`src/hw/rtl/assert_macros.svh`:
```
// Assertion macros shared by the FFT core.
// No dependencies; included by the top level.
`ifndef ASSERT_MACROS_SVH
`define ASSERT_MACROS_SVH

// Implication check under reset
`define CHK_IMPL(lbl, clk, rstn, a, b) \
    lbl: assert property (@(posedge clk) disable iff (!rstn) (a) |-> (b)) \
        else $error("check failed");

// Next-cycle implication check under reset
`define CHK_NEXT(lbl, clk, rstn, a, b) \
    lbl: assert property (@(posedge clk) disable iff (!rstn) (a) |=> (b)) \
        else $error("check failed");

`endif

```
`src/hw/rtl/fftr2_pkg.sv`:
```
// Package for the radix-2 FFT core: sizes, types, twiddle table, helpers.
// No dependencies.
package fftr2_pkg;

    localparam int STAGES = 6;
    localparam int POINTS = 1 << STAGES;
    localparam int AW = STAGES;
    localparam int SW = $clog2(STAGES + 1);
    localparam int CW = 24;
    localparam int DW = 2 * CW;

    typedef enum logic [2:0] {
        ST_LOAD,
        ST_RD_A,
        ST_RD_B,
        ST_MUL,
        ST_WR,
        ST_EMIT
    } state_t;

    // Butterfly control from sequencer to datapath
    typedef struct packed {
        logic          mul_en;
        logic          wr_en;
        logic [AW-1:0] tw_k;
    } bfly_ctrl_t;

    // cos(2*pi*k/64), Q1.15, k = 0..16
    function automatic logic signed [16:0] qcos(input logic [4:0] k);
        logic signed [16:0] v;
        case (k)
            5'd0: v = 17'sd32767;
            5'd1: v = 17'sd32610;
            5'd2: v = 17'sd32138;
            5'd3: v = 17'sd31357;
            5'd4: v = 17'sd30274;
            5'd5: v = 17'sd28899;
            5'd6: v = 17'sd27246;
            5'd7: v = 17'sd25330;
            5'd8: v = 17'sd23170;
            5'd9: v = 17'sd20788;
            5'd10: v = 17'sd18205;
            5'd11: v = 17'sd15447;
            5'd12: v = 17'sd12540;
            5'd13: v = 17'sd9512;
            5'd14: v = 17'sd6393;
            5'd15: v = 17'sd3212;
            default: v = 17'sd0;
        endcase
        return v;
    endfunction

    // cos of a 64-point twiddle index (only k < 32 is used)
    function automatic logic signed [16:0] cos64(input logic [AW-1:0] k);
        logic [4:0] m;
        m = k[4:0];
        if (m <= 5'd16)
            return qcos(m);
        return -qcos(5'(6'd32 - {1'b0, m}));
    endfunction

    function automatic logic signed [16:0] sin64(input logic [AW-1:0] k);
        logic [4:0] m;
        m = k[4:0];
        if (m <= 5'd16)
            return qcos(5'(5'd16 - m));
        return qcos(5'(m - 5'd16));
    endfunction

    function automatic logic [AW-1:0] bit_rev(input logic [AW-1:0] v);
        logic [AW-1:0] r;
        for (int i = 0; i < AW; i++)
            r[i] = v[AW-1-i];
        return r;
    endfunction

    function automatic logic signed [CW-1:0] sat24(input logic signed [CW+1:0] v);
        if (v > 26'sd8388607)
            return 24'sh7FFFFF;
        if (v < -26'sd8388608)
            return 24'sh800000;
        return v[CW-1:0];
    endfunction

    // Round half up by 2^STAGES and saturate to 16 bits
    function automatic logic signed [15:0] scale_out(input logic signed [CW-1:0] v);
        logic signed [CW:0] r;
        r = ($signed({v[CW-1], v}) + (25'sd1 <<< (STAGES - 1))) >>> STAGES;
        if (r > 25'sd32767)
            return 16'sh7FFF;
        if (r < -25'sd32768)
            return 16'sh8000;
        return r[15:0];
    endfunction

endpackage

```
`src/hw/rtl/fftr2_bfly.sv`:
```
// Shared butterfly unit: complex twiddle multiply, then sum and difference.
// Depends on fftr2_pkg.
module fftr2_bfly (
    input  logic                       clk,
    input  fftr2_pkg::bfly_ctrl_t      ctrl,
    input  logic [fftr2_pkg::DW-1:0]   a_word,
    input  logic [fftr2_pkg::DW-1:0]   b_word,
    output logic [fftr2_pkg::DW-1:0]   sum_word,
    output logic [fftr2_pkg::DW-1:0]   dif_word
);
    logic signed [16:0] c_w, d_w;
    logic signed [23:0] br, bi;
    logic signed [41:0] p_cr_reg, p_di_reg, p_dr_reg, p_ci_reg;
    logic signed [42:0] tr_full, ti_full;
    logic signed [25:0] tr, ti;
    logic signed [23:0] ar, ai;

    assign c_w = fftr2_pkg::cos64(ctrl.tw_k);
    assign d_w = -fftr2_pkg::sin64(ctrl.tw_k);
    assign br  = b_word[47:24];
    assign bi  = b_word[23:0];

    // Four registered partial products
    always_ff @(posedge clk)
    begin
        if (ctrl.mul_en)
        begin
            p_cr_reg <= 42'(c_w * br);
            p_di_reg <= 42'(d_w * bi);
            p_dr_reg <= 42'(d_w * br);
            p_ci_reg <= 42'(c_w * bi);
        end
    end

    // Round half up by 2^15; twiddled term may exceed 24 bits
    assign tr_full = (43'(p_cr_reg) - 43'(p_di_reg) + 43'sd16384) >>> 15;
    assign ti_full = (43'(p_dr_reg) + 43'(p_ci_reg) + 43'sd16384) >>> 15;
    assign tr = tr_full[25:0];
    assign ti = ti_full[25:0];
    assign ar = a_word[47:24];
    assign ai = a_word[23:0];

    assign sum_word = {fftr2_pkg::sat24(26'(ar) + tr), fftr2_pkg::sat24(26'(ai) + ti)};
    assign dif_word = {fftr2_pkg::sat24(26'(ar) - tr), fftr2_pkg::sat24(26'(ai) - ti)};
endmodule

```
`config.mk`:
```
export PLATFORM = sky130hd
export DESIGN_NAME = fftr2_bfly
export DESIGN_NICKNAME = d
export VERILOG_FILES = /design/src/hw/rtl/assert_macros.svh /design/src/hw/rtl/fftr2_pkg.sv /design/src/hw/rtl/fftr2_bfly.sv
export SDC_FILE = /design/constraint.sdc
export NUM_CORES = 2
export LEC_CHECK = 0
export BUFFER_PORTS_ARGS = -buffer_cell sky130_fd_sc_hd__buf_2
export CORE_MARGIN = 2
export CORE_UTILIZATION = 46
export DETAILED_ROUTE_END_ITERATION = 12
export MAX_ROUTING_LAYER = met4
export PLACE_DENSITY_LB_ADDON = 0.1
export SKIP_LAST_GASP = 1
export SLEW_MARGIN = 0
export SYNTH_ARGS = -nofsm -noshare
export SYNTH_HDL_FRONTEND = slang
export SYNTH_SLANG_ARGS = --single-unit
```
`constraint.sdc`:
```
create_clock -name clk -period 34.3 [get_ports clk]
set_input_delay 6.86 -clock clk [delete_from_list [all_inputs] [get_ports clk]]
set_output_delay 6.86 -clock clk [all_outputs]
set_load 0.01 [all_outputs]
```
### Yosys cells after proc, flatten, opt, wreduce, memory -nomap -nowiden

Memory sizes are Yosys's and may differ from the RTL's.
Index checks and enable logic that the tools add are counted.

* latch bits: 0
* memories: 4
* register bits after elaboration: 164
* memory bits (read-only): 960
* logic and storage cells: 72
* input bits: 105
* memory bits (writable): 0
* output and inout bits: 96

* divide/modulo/power cells: 0
* bitwise logic cells: 0
* order comparisons: 9
* multipliers: 4
* shift-type cells: 0
* equal/unequal tests: 0
* multiplexer cells: 38
* reductions and logical operators: 0
* add/subtract/negate cells: 13

Memories
* (name not given): words 16, width 15, read ports 1, clocked after memory_dff 0, wr ports 0, line fftr2_pkg.sv:31 `case (k)`
* (name not given): words 16, width 15, read ports 1, clocked after memory_dff 0, wr ports 0, line fftr2_pkg.sv:31
* (name not given): words 16, width 15, read ports 1, clocked after memory_dff 0, wr ports 0, line fftr2_pkg.sv:31
* (name not given): words 16, width 15, read ports 1, clocked after memory_dff 0, wr ports 0, line fftr2_pkg.sv:31

Operators with widths (number)
* $mux W24: 16
* $mul A17 B24 Y41: 4
* $mux W17: 9
* $gt A26 B24 Y1 const B: 4
* $lt A26 B24 Y1 const B: 4
* $add A41 B16 Y41 const B: 2
* $add A24 B26 Y26: 2
* $sub A24 B26 Y26: 2
* $add A41 B41 Y41: 1
* $sub A41 B41 Y41: 1
* $neg A17 Y17: 2
* $mux W1: 13
* $le A5 B5 Y1 const B: 1
* $sub A1 B5 Y5 const A: 1
* $sub A5 B5 Y5 const A: 1
* $sub A5 B5 Y5 const B: 1

### Depth between registers and ports, before layout

* depth after elaboration: 8
* mapped depth: 46
* gate-level depth less buffers: 39

### Worst setup path before layout

Ideal clock, no wire load.

* kind: in2out
* from: input port a_word[24] (netlist bit)
* to: output port sum_word[27] (netlist bit)
* data arrival time: 9.935 ns
* path buffers: 1
* slack: 17.505 ns
* stages: 15
* data required time: 27.440 ns
* cell sequence: ha_1 inv_1 fa_1 nand2b_1 a21oi_1 o211ai_1 a21boi_0 a2bb2oi_1 o21ai_0 a22o_1 mux2i_1 nand2_1 o21ai_0 clkbuf_1 o21ai_0

* longest elaborated chain between the ends: 6
* elaborated cells between the ends (all ways): 9
* classes of those cells: add/sub: 1; order compare: 2; mux: 6

Ends and longest elaborated chain
* start: declaration: line fftr2_bfly.sv:6 `input logic [fftr2_pkg::DW-1:0] a_word,`
* $add A24 B26 Y26 *: line fftr2_bfly.sv:43 `assign sum_word = {fftr2_pkg::sat24(26'(ar) + tr), fftr2_pkg::sat24(26'(ai) + ti)};`
* $lt A26 B24 Y1: line fftr2_pkg.sv:80 `if (v < -26'sd8388608)`
* $mux W1 (2 in series): line fftr2_pkg.sv:80
* $mux W24: line fftr2_pkg.sv:82 `return v[CW-1:0];`
* $mux W24 *: line fftr2_pkg.sv:80
* end: declaration: line fftr2_bfly.sv:8 `output logic [fftr2_pkg::DW-1:0] sum_word,`

Every way passes the cells marked *; elsewhere a longest branch is shown, timed or not. The select of a mux whose other input is x is not followed.

### Worst setup path in the final report

* from: input port ctrl[0] (netlist bit)
* to: register p_dr_reg[38] (data pin)

* longest elaborated chain between the ends: 7
* elaborated cells between the ends (all ways): 12
* classes of those cells: add/sub: 3; mul: 1; order compare: 1; mux: 5; memory: 2

Ends and longest elaborated chain
* start: declaration: line fftr2_bfly.sv:5 `input fftr2_pkg::bfly_ctrl_t ctrl,`
* $sub A5 B5 Y5: line fftr2_pkg.sv:66 `return qcos(5'(5'd16 - m));`
* $mem_v2 Z16 W15
* $mux W17: line fftr2_pkg.sv:31
* $mux W17: line fftr2_pkg.sv:65 `if (m <= 5'd16)`
* $mux W17 *: line fftr2_pkg.sv:67 `return qcos(5'(m - 5'd16));`
* $neg A17 Y17 *: line fftr2_bfly.sv:19 `assign d_w = -fftr2_pkg::sin64(ctrl.tw_k);`
* $mul A17 B24 Y41 *: line fftr2_bfly.sv:30 `p_dr_reg <= 42'(d_w * br);`
* end signal: assignment: line fftr2_bfly.sv:30
* end: declaration: line fftr2_bfly.sv:13 `logic signed [41:0] p_cr_reg, p_di_reg, p_dr_reg, p_ci_reg;`

Marked as above.
A chain may end at the register's enable or synchronous reset.

==> key figures <==
Hold path
  – Hold Crit Class: in -> reg

Job
  – Number of max-cap violations: 0

STA
  – RSZ-0062 raised after global routing: no
  – Worst-margin pin slew: 1.19 ns
  – Slew HR: 0.202
  – Setup total negative slack: 0 ns
  – Final setup margin: 14.45 ns
  – Part of the cycle the worst path needs: 0.579
  – FMAX: 50.4 MHz
  – Final setup viols: 0
  – Fin. max-slew vios: 0
  – Fin crit period: 19.85 ns
  – Worst hold slack: 6.77 ns
  – Final hold violation count: 0

Routing
  – Post-detailed-route wirelength per cell: 19.7 um
  – Total wire length: 204 mm
  – Via-per-instance ratio: 5.25
  – Remaining DRCs: 0
  – Initial DRC Count: 3752
  – Routed Antenna Nets: 0
  – First-pass DRT Iterations: 6
  – DR vias: 54497

Yosys
  – Post-synthesis cell type count: 93
  – Syn Inst Count: 8277
  – Top cell type's share of synthesized area: 0.434
  – Mapped Nets: 10649
  – Syn_area_per_cell: 8.97 um2
  – Post-Syn Area: 0.0742 mm2
  – Register area share after synthesis: 0.0663
  – Most common cell in the synthesized netlist: inv_1
  – Asr flop ratio synth: 0
  – Area leader, netlist: fa_1
  – Post-synth EDFFs: 164
  – Flop and latch count out of synthesis: 164
  – Synth top cells by count: 1839 x inv_1, 1608 x fa_1, 1007 x nand2_1
  – Area contributors post-synth: fa_1 43%, ha_1 11%, inv_1 9.3%
  – Synth Flop Type: edfxtp_1
  – YS warnings: 0

Setup path
  – Cell family with most CP delay: adder cells
  – Crit path largest cell delay: 0.78 ns
  – WP data required: 34.56 ns
  – Crit. Startpoint: ctrl[0]
  – Crit-path slowest cell: ha_1
  – Worst path bufs/invs: 10
  – Critical Path Sink Type: flip-flop
  – CP most frequent cell: fa_1
  – Critical Setup Path Class: in -> reg
  – Crit path to: p_dr_reg[38]$_DFFE_PP_
  – CP arrival: 20.11 ns
  – CP Depth: 40
  – CP Max Fanout: 53
  – Startpoint Class: input port

GRT
  – Grt ovf: 0
  – Number of global-route vias before repair: 57609
  – Global-route wire length before repair: 329 mm
  – Largest net degree at the start of global routing: 64
  – Initial antenna violation count: 12
  – Total track usage: 0.268

CTS
  – CTS Hold Bufs: 0
  – Clock root buffer: clkbuf_16
  – CTS Buf Count: 17
  – Clk sinks: 164
  – Clk slew on worst S/H paths: 0.07 ns
  – Post-CTS setup buffer count: 0
  – CTS tree: built
  – Max clock buf depth: 2
  – Post_cts resized: 0
  – H-tree depth: 4

Final layout
  – Register area: 0.00492 mm2
  – Area of the multi-input gates: 0.0610 mm2
  – # fillers: 15694
  – Synthesis-to-finish area growth: 4.87%
  – Nets: 10562
  – Post-layout util: 0.485
  – Layout cells sized above 1: 0.0496

Placed design
  – DP HPWL: 160 mm
  – GP Congestion: 0.876
  – I/O Buffers: 198
  – Worst slack, placed: 14.06 ns

Die
  – Initial Util: 0.463
  – Total number of placement rows: 147
  – Chip width: 406 um
  – Die Area: 0.165 mm2
  – CORE AREA: 0.160 mm2
  – Die Y: 406 um
  – I/O pin cnt: 201

Outcome
  – Status: finished, final reports clean
[layout by cell type (no fill, tap or decap), drive strengths merged, types with 102 or more instances in the layout]
cell	instances
inv	1841
fa	1608
nand2	1007
ha	659
and2	634
buf	294
a21oi	271
nor2	269
xnor2	249
o21ai	245
edfxtp	164
nor2b	103
a21o	102
[metrics by stage]
step,std cells,area (um2)
3_3_place_gp,10330,77200
6_report,10372,77800
3_5_place_dp,10330,77200
2_1_floorplan,8277,74200
5_1_grt,10368,77800
4_1_cts,10362,77800
[metal layers]
layer | wire, um | GRT usage
met5 | 0 | -
met4 | 6110 | 0.0754
met3 | 10500 | 0.0311
met2 | 93000 | 0.409
met1 | 94300 | 0.378
[how the worst min path moves through the flow]
stage	to	depth (start not counted)	from
3_5_place_dp	p_di_reg[8]$_DFFE_PP_	1	ctrl[7]
4_1_cts	p_di_reg[8]$_DFFE_PP_	1	ctrl[7]
5_1_grt	p_di_reg[8]$_DFFE_PP_	1	ctrl[7]
6_report	p_di_reg[8]$_DFFE_PP_	1	ctrl[7]
3_3_place_gp	p_di_reg[9]$_DFFE_PP_	1	ctrl[7]
2_1_floorplan	p_ci_reg[0]$_DFFE_PP_	0	ctrl[7]
[kinds of logic after synthesis]
family                     count (synthesis)  synth area share
muxes                                      9           0.00143
and+or+nand+nor                         2325             0.153
adders and majority gates               2267             0.545
buffers and inverters                   2242             0.116
AOI/OAI and AO/OA                        939            0.0803
DFF                                      164            0.0663
xor gates and xnor gates                 331            0.0391
[final cells by class]
class / instances / share of cell area
clock inverter: 13 / 0.00174
multi-input combinational: 5871 / 0.783
timing repair buffer: 295 / 0.0222
tap: 2160 / 0.0347
inverter: 1841 / 0.0888
sequential: 164 / 0.0633
antenna: 9 / 0.000289
clock buffer: 19 / 0.00556
Power is not shown: default switching activity piles up to over one toggle a cycle in this logic, so the estimate is an artifact.
